$ cat config.mk
export PLATFORM = sky130hd
export DESIGN_NAME = pes_header_parser_flat
export DESIGN_NICKNAME = d
export VERILOG_FILES = /design/src/rtl/core/pesh_pkg.sv /design/src/rtl/core/pesh_ifs.sv /design/src/rtl/core/pes_header_parser.sv /design/src/rtl/core/pesh_step.sv /design/src/flat_wrapper.sv
export SDC_FILE = /design/constraint.sdc
export NUM_CORES = 1
export LEC_CHECK = 0
export ABC_AREA = 1
export BUFFER_PORTS_ARGS = -buffer_cell sky130_fd_sc_hd__buf_4
export CAP_MARGIN = 10
export CORE_ASPECT_RATIO = 0.6
export CORE_MARGIN = 4
export CORE_UTILIZATION = 50
export CTS_CLUSTER_DIAMETER = 100
export DETAILED_ROUTE_END_ITERATION = 16
export GPL_ROUTABILITY_DRIVEN = 0
export PLACE_DENSITY = 0.71
export REMOVE_ABC_BUFFERS = 1
export SLEW_MARGIN = 40
export SYNTH_ARGS = -nofsm -noshare
export SYNTH_HDL_FRONTEND = slang
export SYNTH_SLANG_ARGS = --single-unit
$ cat constraint.sdc
create_clock -name clk -period 7.9 [get_ports clk]
set_clock_uncertainty 0.15 [all_clocks]
set_input_delay 0.395 -clock clk [delete_from_list [all_inputs] [get_ports clk]]
set_output_delay 0.395 -clock clk [all_outputs]
set_load 0.02 [all_outputs]
$ cat src/rtl/core/pesh_pkg.sv
// pesh_pkg: types, codes and header-walk helpers for the PES header parser
// no dependencies; used by the channel interfaces, pesh_step and pes_header_parser
package pesh_pkg;

  // configuration port widths
  localparam int CFG_IDX_W  = 2;
  localparam int CFG_DATA_W = 8;

  // start code bytes
  localparam logic [7:0] SC_ZERO = 8'h00;
  localparam logic [7:0] SC_ONE  = 8'h01;

  // stream ids that carry no PES header
  localparam logic [7:0] SID_MAP      = 8'hBC;
  localparam logic [7:0] SID_PADDING  = 8'hBE;
  localparam logic [7:0] SID_PRIV2    = 8'hBF;
  localparam logic [7:0] SID_ECM      = 8'hF0;
  localparam logic [7:0] SID_EMM      = 8'hF1;
  localparam logic [7:0] SID_DSMCC    = 8'hF2;
  localparam logic [7:0] SID_H2221E   = 8'hF8;
  localparam logic [7:0] SID_DIRECTORY = 8'hFF;

  // reset values of the configuration registers
  localparam logic [5:0] GROUP_ID_RST = 6'h20;
  localparam logic       GROUP_EN_RST = 1'b1;

  typedef enum logic [CFG_IDX_W-1:0] {
    CFG_GROUP_ID = 2'd0,
    CFG_GROUP_EN = 2'd1
  } cfg_reg_t;

  typedef enum logic [4:0] {
    PH_IDLE     = 5'd0,
    PH_SC0      = 5'd1,
    PH_SC1      = 5'd2,
    PH_SC2      = 5'd3,
    PH_SID      = 5'd4,
    PH_LENHI    = 5'd5,
    PH_LENLO    = 5'd6,
    PH_FL1      = 5'd7,
    PH_FL2      = 5'd8,
    PH_HDL      = 5'd9,
    PH_PTS      = 5'd10,
    PH_ESCR     = 5'd11,
    PH_ESR      = 5'd12,
    PH_DSM      = 5'd13,
    PH_ACI      = 5'd14,
    PH_CRC      = 5'd15,
    PH_EXT      = 5'd16,
    PH_PRIV     = 5'd17,
    PH_PACKLEN  = 5'd18,
    PH_PACK     = 5'd19,
    PH_PPSC     = 5'd20,
    PH_PSTD     = 5'd21,
    PH_E2LEN    = 5'd22,
    PH_E2ID     = 5'd23,
    PH_E2DATA   = 5'd24,
    PH_STUFF    = 5'd25,
    PH_GROUP    = 5'd26,
    PH_GRPHDR   = 5'd27,
    PH_PAYLOAD  = 5'd28,
    PH_SKIPBODY = 5'd29,
    PH_DROP     = 5'd30
  } phase_t;

  typedef enum logic [2:0] {
    KIND_HEADER  = 3'd0,
    KIND_PAYLOAD = 3'd1,
    KIND_SKIPPED = 3'd2,
    KIND_DISCARD = 3'd3,
    KIND_GROUP   = 3'd4
  } kind_t;

  typedef enum logic [1:0] {
    ST_OK        = 2'd0,
    ST_BAD_START = 2'd1,
    ST_BAD_GROUP = 2'd2,
    ST_OVERRUN   = 2'd3
  } status_t;

  // per-packet parser state
  typedef struct packed {
    phase_t      phase;
    logic [7:0]  field_count;
    logic [7:0]  stream_code;
    logic [7:0]  header_flags;
    logic [7:0]  extension_flags;
    logic [7:0]  header_left;
    logic [15:0] length_left;
    logic [6:0]  ext2_length;
    status_t     error_code;
  } pesh_state_t;

  // one result beat
  typedef struct packed {
    logic [7:0]  out_byte;
    kind_t       byte_kind;
    logic [7:0]  sid_seen;
    logic [1:0]  timestamp_code;
    logic [15:0] bytes_left;
    status_t     status;
    logic        end_flag;
  } pesh_result_t;

  // configuration seen by the step logic
  typedef struct packed {
    logic [5:0] group_id;
    logic       group_en;
  } pesh_cfg_t;

  typedef struct packed {
    phase_t     phase;
    logic [7:0] field_count;
  } pesh_adv_t;

  function automatic logic is_headerless(input logic [7:0] sid);
    return sid inside {SID_MAP, SID_PADDING, SID_PRIV2, SID_ECM, SID_EMM,
                       SID_DSMCC, SID_H2221E, SID_DIRECTORY};
  endfunction

  // byte count of an optional header field, zero when the field is absent
  function automatic logic [7:0] stage_len(input phase_t p, input logic [7:0] hf,
                                           input logic [7:0] ef, input logic [7:0] fc);
    logic [7:0] n;
    n = 8'd0;
    case (p)
      PH_PTS: begin
        if (hf[7:6] == 2'b10) n = 8'd5;
        else if (hf[7:6] == 2'b11) n = 8'd10;
      end
      PH_ESCR:    n = hf[5] ? 8'd6 : 8'd0;
      PH_ESR:     n = hf[4] ? 8'd3 : 8'd0;
      PH_DSM:     n = hf[3] ? 8'd1 : 8'd0;
      PH_ACI:     n = hf[2] ? 8'd1 : 8'd0;
      PH_CRC:     n = hf[1] ? 8'd2 : 8'd0;
      PH_EXT:     n = hf[0] ? 8'd1 : 8'd0;
      PH_PRIV:    n = ef[7] ? 8'd16 : 8'd0;
      PH_PACKLEN: n = ef[6] ? 8'd1 : 8'd0;
      PH_PACK:    n = fc;
      PH_PPSC:    n = ef[5] ? 8'd2 : 8'd0;
      PH_PSTD:    n = ef[4] ? 8'd2 : 8'd0;
      PH_E2LEN:   n = ef[0] ? 8'd1 : 8'd0;
      PH_E2ID:    n = ef[0] ? 8'd1 : 8'd0;
      PH_E2DATA:  n = fc;
      default:    n = 8'd0;
    endcase
    return n;
  endfunction

  // first present field at or after start; else stuffing, group header or payload
  function automatic pesh_adv_t advance(input phase_t start, input logic [7:0] hf,
                                        input logic [7:0] ef, input logic [7:0] fc,
                                        input logic [7:0] hl, input logic gce);
    pesh_adv_t  res;
    logic       found;
    logic [7:0] n;
    phase_t     p;
    found = 1'b0;
    res.field_count = 8'd0;
    if (hl != 8'd0) res.phase = PH_STUFF;
    else if (gce)   res.phase = PH_GROUP;
    else            res.phase = PH_PAYLOAD;
    for (int i = PH_PTS; i <= PH_E2DATA; i++) begin
      p = phase_t'(5'(i));
      n = stage_len(p, hf, ef, fc);
      if (!found && (p >= start) && (n != 8'd0)) begin
        found = 1'b1;
        res.phase = p;
        res.field_count = n;
      end
    end
    return res;
  endfunction

endpackage

$ cat src/rtl/core/pesh_ifs.sv
// pesh_ifs: valid/ready channel interfaces of the PES header parser
// depends on pesh_pkg for the configuration port widths
interface pesh_in_if;
  logic       valid;
  logic       ready;
  logic [7:0] in_byte;
  logic       packet_begin;
  modport source (output valid, in_byte, packet_begin, input ready);
  modport sink (input valid, in_byte, packet_begin, output ready);
endinterface

interface pesh_out_if;
  logic        valid;
  logic        ready;
  logic [7:0]  out_byte;
  logic [2:0]  byte_kind;
  logic [7:0]  sid_seen;
  logic [1:0]  timestamp_code;
  logic [15:0] bytes_left;
  logic [1:0]  status;
  logic        end_flag;
  modport source (output valid, out_byte, byte_kind, sid_seen, timestamp_code,
                  bytes_left, status, end_flag, input ready);
  modport sink (input valid, out_byte, byte_kind, sid_seen, timestamp_code,
                bytes_left, status, end_flag, output ready);
endinterface

interface pesh_cfg_if;
  import pesh_pkg::*;
  logic                  valid;
  logic                  ready;
  logic [CFG_IDX_W-1:0]  index;
  logic [CFG_DATA_W-1:0] data;
  modport source (output valid, index, data, input ready);
  modport sink (input valid, index, data, output ready);
endinterface

$ cat src/rtl/core/pes_header_parser.sv
// pes_header_parser: byte-serial MPEG-2 PES header parser, top level
// depends on pesh_pkg, pesh_ifs (channel interfaces) and pesh_step
//
// Usage: bytes of a PES stream arrive on in_if, one beat per byte, with
// packet_begin set on the first start code byte of each packet. Every
// accepted beat yields exactly one result beat on out_if carrying the byte,
// its kind (header, payload, skipped body, discarded, group header), the
// stream id, PTS/DTS flags, remaining packet length, sticky status and an
// end flag on the last byte of the packet.
// cfg_if writes expected_group_id (index 0) and group_check_enable
// (index 1); it is always ready and should be written only while idle.
// A result beat is registered and valid in the cycle after its input beat;
// throughput is one byte per cycle while out_if is ready, set by the single
// result register; in_if.ready is high whenever it is empty or being read,
// so a stalled receiver holds the result and stops input until it drains.
// Reset (rst_n low, synchronous) empties the result register, puts the
// parser idle with all per-packet state cleared, and loads the register
// defaults (group id 0x20, check enabled).
module pes_header_parser (
  input  logic         clk,
  input  logic         rst_n,
  pesh_in_if.sink      in_if,
  pesh_out_if.source   out_if,
  pesh_cfg_if.sink     cfg_if
);
  import pesh_pkg::*;

  pesh_state_t  state_r;
  pesh_state_t  state_nxt;
  pesh_cfg_t    cfg_r;
  pesh_result_t res_r;
  pesh_result_t res_nxt;
  logic         out_valid_r;
  logic         in_fire;

  assign in_if.ready  = !out_valid_r || out_if.ready;
  assign in_fire      = in_if.valid && in_if.ready;
  assign cfg_if.ready = 1'b1;

  pesh_step u_step (
    .cur_state    (state_r),
    .cfg          (cfg_r),
    .in_byte      (in_if.in_byte),
    .packet_begin (in_if.packet_begin),
    .nxt_state    (state_nxt),
    .result       (res_nxt)
  );

  // configuration registers
  always_ff @(posedge clk) begin
    if (!rst_n) begin
      cfg_r.group_id <= GROUP_ID_RST;
      cfg_r.group_en <= GROUP_EN_RST;
    end else if (cfg_if.valid) begin
      case (cfg_reg_t'(cfg_if.index))
        CFG_GROUP_ID: cfg_r.group_id <= cfg_if.data[5:0];
        CFG_GROUP_EN: cfg_r.group_en <= cfg_if.data[0];
        default: ;
      endcase
    end
  end

  // parser state, advanced on each accepted beat
  always_ff @(posedge clk) begin
    if (!rst_n) begin
      state_r <= '0;
    end else if (in_fire) begin
      state_r <= state_nxt;
    end
  end

  // result register
  always_ff @(posedge clk) begin
    if (!rst_n) begin
      out_valid_r <= 1'b0;
    end else if (in_fire) begin
      out_valid_r <= 1'b1;
    end else if (out_if.ready) begin
      out_valid_r <= 1'b0;
    end
  end

  always_ff @(posedge clk) begin
    if (in_fire) begin
      res_r <= res_nxt;
    end
  end

  assign out_if.valid          = out_valid_r;
  assign out_if.out_byte       = res_r.out_byte;
  assign out_if.byte_kind      = res_r.byte_kind;
  assign out_if.sid_seen       = res_r.sid_seen;
  assign out_if.timestamp_code = res_r.timestamp_code;
  assign out_if.bytes_left     = res_r.bytes_left;
  assign out_if.status         = res_r.status;
  assign out_if.end_flag       = res_r.end_flag;

endmodule

$ cat src/rtl/core/pesh_step.sv
// pesh_step: next-state and result logic for one stream byte
// depends on pesh_pkg (state, result and config types, advance helper)
module pesh_step (
  input  pesh_pkg::pesh_state_t  cur_state,
  input  pesh_pkg::pesh_cfg_t    cfg,
  input  logic [7:0]             in_byte,
  input  logic                   packet_begin,
  output pesh_pkg::pesh_state_t  nxt_state,
  output pesh_pkg::pesh_result_t result
);
  import pesh_pkg::*;

  pesh_state_t st;
  pesh_state_t nx;
  pesh_adv_t   adv;
  kind_t       kind;
  status_t     err;
  logic        endf;
  logic [7:0]  sc_exp;
  logic [15:0] len;
  logic [7:0]  fc;
  logic [7:0]  hl;

  // per-byte transition
  always_comb begin
    adv    = '0;
    sc_exp = SC_ZERO;
    len    = '0;
    fc     = '0;
    hl     = '0;
    // packet begin clears all per-packet state
    if (packet_begin) begin
      st = '0;
      st.phase = PH_SC0;
    end else begin
      st = cur_state;
    end
    nx   = st;
    kind = KIND_HEADER;
    endf = 1'b0;
    err  = st.error_code;

    case (st.phase)
      PH_SC0, PH_SC1, PH_SC2: begin
        sc_exp = (st.phase == PH_SC2) ? SC_ONE : SC_ZERO;
        if (in_byte != sc_exp) begin
          if (err == ST_OK) err = ST_BAD_START;
          nx.phase = PH_IDLE;
        end else begin
          nx.phase = phase_t'(st.phase + 5'd1);
        end
      end
      PH_SID: begin
        nx.stream_code = in_byte;
        nx.phase = PH_LENHI;
      end
      PH_LENHI: begin
        nx.length_left = {in_byte, 8'h00};
        nx.phase = PH_LENLO;
      end
      PH_LENLO: begin
        len = {st.length_left[15:8], in_byte};
        nx.length_left = len;
        if (len == 16'd0) begin
          if (!is_headerless(st.stream_code) && err == ST_OK) err = ST_OVERRUN;
          endf = 1'b1;
          nx.phase = PH_IDLE;
        end else begin
          nx.phase = is_headerless(st.stream_code) ? PH_SKIPBODY : PH_FL1;
        end
      end
      PH_FL1: nx.phase = PH_FL2;
      PH_FL2: begin
        nx.header_flags = in_byte;
        nx.phase = PH_HDL;
      end
      PH_HDL: begin
        nx.header_left = in_byte;
        adv = advance(PH_PTS, st.header_flags, st.extension_flags, st.field_count,
                      in_byte, cfg.group_en);
        nx.phase = adv.phase;
        nx.field_count = adv.field_count;
      end
      PH_STUFF: begin
        hl = (st.header_left != 8'd0) ? st.header_left - 8'd1 : 8'd0;
        nx.header_left = hl;
        adv = advance(PH_STUFF, st.header_flags, st.extension_flags, st.field_count,
                      hl, cfg.group_en);
        nx.phase = adv.phase;
        nx.field_count = adv.field_count;
      end
      PH_GROUP: begin
        kind = KIND_GROUP;
        if (in_byte[7:2] != cfg.group_id) begin
          if (err == ST_OK) err = ST_BAD_GROUP;
          nx.phase = PH_DROP;
        end else begin
          nx.field_count = 8'd2;
          nx.phase = PH_GRPHDR;
        end
      end
      PH_GRPHDR: begin
        kind = KIND_GROUP;
        fc = (st.field_count != 8'd0) ? st.field_count - 8'd1 : 8'd0;
        nx.field_count = fc;
        if (fc == 8'd0) nx.phase = PH_PAYLOAD;
      end
      PH_PAYLOAD:  kind = KIND_PAYLOAD;
      PH_SKIPBODY: kind = KIND_SKIPPED;
      PH_DROP, PH_IDLE: kind = KIND_DISCARD;
      PH_PTS, PH_ESCR, PH_ESR, PH_DSM, PH_ACI, PH_CRC, PH_EXT, PH_PRIV,
      PH_PACKLEN, PH_PACK, PH_PPSC, PH_PSTD, PH_E2LEN, PH_E2ID, PH_E2DATA: begin
        // optional field byte: count down header and field
        if (st.header_left == 8'd0) begin
          if (err == ST_OK) err = ST_OVERRUN;
          hl = 8'd0;
        end else begin
          hl = st.header_left - 8'd1;
        end
        nx.header_left = hl;
        if (st.phase == PH_EXT) nx.extension_flags = in_byte;
        else if (st.phase == PH_E2LEN) nx.ext2_length = in_byte[6:0];
        fc = (st.field_count != 8'd0) ? st.field_count - 8'd1 : 8'd0;
        nx.field_count = fc;
        if (fc == 8'd0) begin
          if (st.phase == PH_PACKLEN) fc = in_byte;
          else if (st.phase == PH_E2ID) fc = in_byte[7] ? 8'd0 : {1'b0, st.ext2_length};
          adv = advance(phase_t'(st.phase + 5'd1), st.header_flags, nx.extension_flags,
                        fc, hl, cfg.group_en);
          nx.phase = adv.phase;
          nx.field_count = adv.field_count;
        end
      end
      default: begin
        kind = KIND_DISCARD;
        nx.phase = PH_IDLE;
      end
    endcase

    // packet length countdown once the length is known
    if (st.phase >= PH_FL1) begin
      if (st.length_left != 16'd0) nx.length_left = st.length_left - 16'd1;
      if (nx.length_left == 16'd0) begin
        if (nx.phase >= PH_FL1 && nx.phase <= PH_STUFF && err == ST_OK) err = ST_OVERRUN;
        endf = 1'b1;
        nx.phase = PH_IDLE;
      end
    end

    nx.error_code = err;
  end

  assign nxt_state = nx;

  // result beat fields
  always_comb begin
    result.out_byte       = in_byte;
    result.byte_kind      = kind;
    result.sid_seen       = nx.stream_code;
    result.timestamp_code = nx.header_flags[7:6];
    result.bytes_left     = nx.length_left;
    result.status         = err;
    result.end_flag       = endf;
  end

endmodule
$ cat src/flat_wrapper.sv
// flat-port wrapper written by rule: the top's interface ports become plain ports
module pes_header_parser_flat import pesh_pkg::*;
  (clk, rst_n, in_if_valid, in_if_in_byte, in_if_packet_begin, in_if_ready, out_if_valid, out_if_out_byte, out_if_byte_kind, out_if_sid_seen, out_if_timestamp_code, out_if_bytes_left, out_if_status, out_if_end_flag, out_if_ready, cfg_if_valid, cfg_if_index, cfg_if_data, cfg_if_ready);
  pesh_in_if in_if_i ();
  pesh_out_if out_if_i ();
  pesh_cfg_if cfg_if_i ();
  input  logic clk;
  input  logic rst_n;
  input wire logic [$bits(in_if_i.valid)-1:0] in_if_valid;
  input wire logic [$bits(in_if_i.in_byte)-1:0] in_if_in_byte;
  input wire logic [$bits(in_if_i.packet_begin)-1:0] in_if_packet_begin;
  output wire logic [$bits(in_if_i.ready)-1:0] in_if_ready;
  output wire logic [$bits(out_if_i.valid)-1:0] out_if_valid;
  output wire logic [$bits(out_if_i.out_byte)-1:0] out_if_out_byte;
  output wire logic [$bits(out_if_i.byte_kind)-1:0] out_if_byte_kind;
  output wire logic [$bits(out_if_i.sid_seen)-1:0] out_if_sid_seen;
  output wire logic [$bits(out_if_i.timestamp_code)-1:0] out_if_timestamp_code;
  output wire logic [$bits(out_if_i.bytes_left)-1:0] out_if_bytes_left;
  output wire logic [$bits(out_if_i.status)-1:0] out_if_status;
  output wire logic [$bits(out_if_i.end_flag)-1:0] out_if_end_flag;
  input wire logic [$bits(out_if_i.ready)-1:0] out_if_ready;
  input wire logic [$bits(cfg_if_i.valid)-1:0] cfg_if_valid;
  input wire logic [$bits(cfg_if_i.index)-1:0] cfg_if_index;
  input wire logic [$bits(cfg_if_i.data)-1:0] cfg_if_data;
  output wire logic [$bits(cfg_if_i.ready)-1:0] cfg_if_ready;
  assign in_if_i.valid = in_if_valid;
  assign in_if_i.in_byte = in_if_in_byte;
  assign in_if_i.packet_begin = in_if_packet_begin;
  assign in_if_ready = in_if_i.ready;
  assign out_if_valid = out_if_i.valid;
  assign out_if_out_byte = out_if_i.out_byte;
  assign out_if_byte_kind = out_if_i.byte_kind;
  assign out_if_sid_seen = out_if_i.sid_seen;
  assign out_if_timestamp_code = out_if_i.timestamp_code;
  assign out_if_bytes_left = out_if_i.bytes_left;
  assign out_if_status = out_if_i.status;
  assign out_if_end_flag = out_if_i.end_flag;
  assign out_if_i.ready = out_if_ready;
  assign cfg_if_i.valid = cfg_if_valid;
  assign cfg_if_i.index = cfg_if_index;
  assign cfg_if_i.data = cfg_if_data;
  assign cfg_if_ready = cfg_if_i.ready;
  pes_header_parser u_core (.clk(clk), .rst_n(rst_n), .in_if(in_if_i), .out_if(out_if_i), .cfg_if(cfg_if_i));
endmodule
## Word-level counts from Yosys, hierarchy flattened

Cells that the tools add are included.

| cells by class | value |
|---|---|
| add/sub/neg operators | 4 |
| $mul | 0 |
| divide/modulo/power cells | 0 |
| magnitude comparators | 18 |
| equality and inequality tests | 43 |
| shift operators | 0 |
| mux-type cells | 213 |
| bitwise logic cells | 0 |
| reductions and logical operators | 127 |

Operator list:

| kind | number |
|---|---|
| two-way mux 8 bit | 51 |
| two-way mux 13 bit | 31 |
| nonzero test 8 bit | 32 |
| two-way mux 1 bit | 84 |
| equality test 5 bit (second input constant) | 15 |
| two-way mux 70 bit | 1 |
| equality test 8 bit (second input constant) | 8 |
| case mux 5 bit (12 select lines) | 1 |
| two-way mux 16 bit | 3 |
| logical AND 1 bit | 47 |
| >= comparator 5 bit (first input constant) | 9 |
| two-way mux 5 bit | 9 |
| equality test 5 x 4 -> 1 bit (second input constant) | 8 |
| case mux 8 bit (5 select lines) | 1 |
| two-way mux 2 bit | 17 |
| zero test 16 bit | 2 |
| case mux 16 bit (2 select lines) | 1 |
| >= comparator 4 x 5 -> 1 bit (first input constant) | 6 |
| zero test 1 bit | 30 |
| two-way mux 7 bit | 4 |
| OR reduction 25 bit | 1 |
| case mux 8 bit (3 select lines) | 1 |
| equality test 5 x 3 -> 1 bit (second input constant) | 4 |
| zero test 8 bit | 2 |
| other kinds (25) | 37 |

| word-level totals | value |
|---|---|
| register bits after elaboration | 118 |
| latch bits | 0 |
| memory bits (writable) | 0 |
| ROM bits | 0 |
| input port bits | 24 |
| output and inout bits | 43 |
| word-level logic and storage cells | 424 |
| memories | 0 |

## Depth between registers and ports, before layout

| depth | value |
|---|---|
| word-level depth | 101 |
| gate-level depth with buffers | 33 |
| gate-level depth less buffers | 32 |

## By module

Synthesis repeated with hierarchy kept, for this count alone.

| second synthesis, totals | value |
|---|---|
| cell total of the unflattened synthesis | 1575 |
| area, all modules | 10117.2 um^2 |

By module, submodules not included:

| module | times used | cells each | area each (um^2) | seq. area each (um^2) |
|---|---|---|---|---|
| pesh_step | 1 | 1023 | 5434.0 | 0.0 |
| pes_header_parser | 1 | 552 | 4683.2 | 2762.6 |

## Worst setup path after synthesis

OpenSTA, ideal clock, no wires.

| timing | value |
|---|---|
| kind | input to register |
| from | input port in_if_packet_begin |
| to | register u_core.res_r (netlist bit u_core.out_if.status[0]), data pin |
| setup time | 0.256 ns |
| arrival time | 3.649 ns |
| required time | 7.494 ns |
| path slack | 3.845 ns |
| stages on the path | 29 |
| buffers on the path | 2 |
| path through | buf_4 -> clkbuf_1 -> nor2_1 -> ha_1 -> inv_1 -> nor2_1 -> ha_1 -> inv_1 -> nor2_1 -> nand3_1 -> nand3_1 -> nand2_1 -> nand2_1 -> clkinv_1 -> nand3_1 -> nor2_1 -> nand4_1 -> nor2_2 -> nand2_2 -> nand2_1 -> nor2_1 -> nand2_1 -> nand2_1 -> nand2_1 -> nand3_1 -> or2_0 -> o21bai_1 -> nand2_1 -> nand2_1 |

RTL lines:

| element | line | text |
|---|---|---|
| from (decl) | flat_wrapper.sv:11 | `input wire logic [$bits(in_if_i.packet_begin)-1:0] in_if_packet_begin;` |
| to (signal assigned) | pes_header_parser.sv:85 | `res_r <= res_nxt;` |
| to (decl) | pes_header_parser.sv:31 | `pesh_result_t res_r;` |

==> implementation parameters <==
Parameter                              Value

Timing
  Setup repair after global routing missed its margin    false
  Crit path time final    5.19 ns
  Relative max-transition margin    0.443
  Max frequency    193 MHz
  Setup Total Neg Slack    0 ns
  Final setup viols    0
  Number of slew-limit violations in the final report    0
  Worst Tran Pin Value    0.835 ns
  Final Hold Viols    0
  Part of the cycle the worst path needs    0.656

Layout
  Ant diodes    0
  Final Instance Area    between 9000 and 10,000 um^2
  Post-synthesis to final-layout area growth    14.0%
  Net count, final    between 1,000 and 1,500
  Fin util    0.590
  Most frequent standard cell in the layout excluding fill and tap cells    sky130_fd_sc_hd__nand2_1
  Commonest cells after routing, fill and taps aside    sky130_fd_sc_hd__nand2_1, sky130_fd_sc_hd__inv_1, sky130_fd_sc_hd__nor2_1
  Fraction of final layout cells sized beyond drive strength 1    0.109
  Count of filler cells inserted in the layout    1,649

Setup path
  Critical path, cell by cell    nor2_4 -> clkinv_1 -> ha_1 -> inv_1 -> nor2_1 -> ha_1 -> nand3_1 -> nand2_1 -> nand2_1 -> nand2_1 -> nand2_1 -> nand4_1 -> nor2_1 -> nand4_1 -> nor2_2 -> o41ai_1 -> nand2_1 -> nand2_1 -> nand2_1 -> nand3_1 -> or2_0 -> o21bai_1 -> nand2_1 -> nand2_1
  Cell at the slowest stage of the critical path    sky130_fd_sc_hd__ha_1
  Required @ worst endpoint    a little under 8 ns
  Reg2reg path depth    24
  Arrival time at the worst endpoint    5.20 ns
  Biggest fanout along the worst timing path    14
  Setup slack on the worst flop-to-flop path    2.71 ns
  Terminus of the critical flop-to-flop path    u_core.out_if.status[0]
  Most frequent CP cell    sky130_fd_sc_hd__nand2_1
  Setup crit start kind    flop
  Type of the setup path with the least slack    reg2reg
  Critical path buffer and inverter count    2
  Startpoint of the worst-slack reg-to-reg timing path    u_core.state_r[65]
  Critical Path End Type    flop
  Gate family responsible for the most delay along the worst path    simple AND/OR/NAND/NOR gates
  Delay contributed by the slowest stage of the critical path    approximately 0.48 ns

Floorplan
  Initial core utilization    0.518
  Die Span Y    109 um
  Num ports    67
  Floorplan Core Area    16,500 um^2
  Area of the die    19,300 um^2
  Die Wd    roughly 180 um
  Std cell rows    36

Hold path
  Number of stages on the worst hold path    3
  Hold/Removal Path Class    in2reg
  Hold_sp    cfg_if_data[5]
  Hold Path Sink    u_core.cfg_r[6]

Yosys
  Number of unique standard cell types used by synthesis    54
  Post-synthesis sequential area ratio    0.317
  Number of enable flip-flop cells after synthesis    40
  Combined area of all synthesized cells    8530 um^2
  Mean instance size in the synthesized netlist    6.30 um^2
  Post-synth top flop    sky130_fd_sc_hd__dfxtp_1
  Synthesis Warnings    0
  Synth Register Bits    115
  Async set or reset register ratio after synthesis    0
  Gate count of the mapped netlist    1,354

Clock tree
  Number of buffers inserted during clock tree synthesis    17
  Clock Root Buffer    sky130_fd_sc_hd__clkbuf_16
  Clock Latency Late Sink    approximately 0.43 ns
  Number of buffers inserted by post-CTS setup repair    0
  Post_cts resized    0
  TritonCTS clock tree    built
  Clock sinks    115
  Maximum number of buffers from clock root to sink    2
  Clock-pin slew on the worst setup and hold paths    ~0.05 ns
  Total of hold buffers inserted after clock tree synthesis    0
  CTS H-tree depth    4

Drt
  Via count    9,762
  Average vias per placed instance    5.96
  Initial DRT Pass Iterations    6
  Violation count after the first detailed-route iteration    1,455
  Routed length per instance    18.5 um
  Total routed wirelength    30,300 um
  Drc violations    0
  Remaining antenna violation count after routing    0

Pwr
  Fraction of power consumed by sequential logic    0.365
  Switching power as a share of total power    0.307
  VDD IR max    0.182 mV
  Relative contribution of combinational cells to total power    0.208
  Power spent charging and discharging nets    555 uW
  Internal power contribution    1.25 mW
  Power Dens Cells    186 nW/um^2
  Clock Power Share    0.428
  Leak pwr    4.72 nW
  Total power after layout    1.81 mW

Job
  Count of max-cap constraint violations    0

Run status
  Run status    complete, no violations

Placement
  Post-DP Area    approximately 9000 um^2
  Post-DP HPWL    21,800 um
  Number of input and output port buffers inserted    between 60 and 70

GRT
  Total global routing track utilization    0.313
  Gr ovfl total    0
  Vias in the first global route    8,568
  Wire length of the first global-routing pass    46,900 um
  Number of antenna violations at the first check in global routing    0
  Largest net degree at the start of global routing    92
-- layer usage --
| layer | GRT usage | wire (um) |
|---|---|---|
| met5 | 0 | 0 |
| met4 | 0.0883 | 704 |
| met3 | 0.131 | 5240 |
| met2 | 0.402 | 11000 |
| met1 | 0.470 | 13300 |
-- metrics by stage --
step           cells  hold slack [ns]  setup slack [ns]
3_3_place_gp    1605            0.303              2.71
5_1_grt         1637           0.0352              2.35
6_report        1637           0.0323              2.71
2_1_floorplan   1305            0.295              3.72
4_1_cts         1637           0.0260              2.95
3_5_place_dp    1605            0.305              2.67
-- power groups by stage --
stage               registers (mW)  clock network, mW  logic (mW)
global route                 0.662              0.807       0.409
floorplan                    0.686                  0       0.220
global placement             0.670                  0       0.352
finish                       0.659              0.773       0.376
CTS                          0.659              0.779       0.360
detailed placement           0.671                  0       0.357
-- Yosys cell counts, types with 13 or more instances --
library cell,instances,area (um^2)
sky130_fd_sc_hd__nand2_1,317,1190
sky130_fd_sc_hd__inv_1,194,728
sky130_fd_sc_hd__nor2_1,157,589
sky130_fd_sc_hd__o21ai_0,114,571
sky130_fd_sc_hd__a21oi_1,95,475
sky130_fd_sc_hd__dfxtp_1,75,1500
sky130_fd_sc_hd__nand3_1,69,345
sky130_fd_sc_hd__edfxtp_1,40,1200
sky130_fd_sc_hd__clkbuf_1,35,131
sky130_fd_sc_hd__o22ai_1,27,169
sky130_fd_sc_hd__nand4_1,24,150
sky130_fd_sc_hd__nor3_1,24,120
sky130_fd_sc_hd__o211ai_1,20,150
sky130_fd_sc_hd__inv_2,13,48.8
-- final cells by class --
type | count | area, um^2 | area share
inverters | 214 | 805 | 0.0827
well taps | 228 | 285 | 0.0293
multi-input cells | 976 | 4810 | 0.495
clock inverters | 5 | 77.6 | 0.00797
repair buffers | 72 | 544 | 0.0559
flip-flops and latches | 115 | 2700 | 0.278
clock buffers | 27 | 503 | 0.0517
-- tightest hold or removal path: stages --
cell and delay, ns:
sky130_fd_sc_hd__buf_4 0.07, sky130_fd_sc_hd__nand2_1 0.04, sky130_fd_sc_hd__nand3_1 0.06
-- sequential cells by signal, summed over array words and instances, names as in the netlist --
register	count
u_core.out_if.end_flag	1
u_core.out_if.sid_seen	8
u_core.state_r	67
u_core.out_if.bytes_left	16
u_core.out_if.timestamp_code	2
u_core.out_if.status	2
u_core.out_if.out_byte	8
u_core.out_if.valid	1
u_core.cfg_r	7
u_core.out_if.byte_kind	3
-- worst max-delay path by stage --
stage                             from                      end  slack, ns  cells past startpoint
floorplan           in_if_packet_begin        u_core.state_r[0]       3.72                     27
global placement    in_if_packet_begin  u_core.out_if.status[0]       2.71                     29
detailed placement  in_if_packet_begin  u_core.out_if.status[0]       2.67                     27
CTS                 u_core.state_r[65]  u_core.out_if.status[0]       2.95                     26
global route        u_core.state_r[65]        u_core.state_r[0]       2.35                     28
finish              u_core.state_r[65]  u_core.out_if.status[0]       2.71                     24
-- cells by family (layout without fill, tap and decap cells) --
group                      after synthesis  count (layout)  synth area share
AOI/OAI and AO/OA                      313             313             0.211
xor gates and xnor gates                11              11            0.0113
adders and majority gates               11              11            0.0161
buffers and inverters                  263             318             0.120
DFF                                    115             115             0.317
other                                    1               1          0.000439
and+or+nand+nor                        640             640             0.324
No activity file was read; power rests on OpenSTA's default activity.
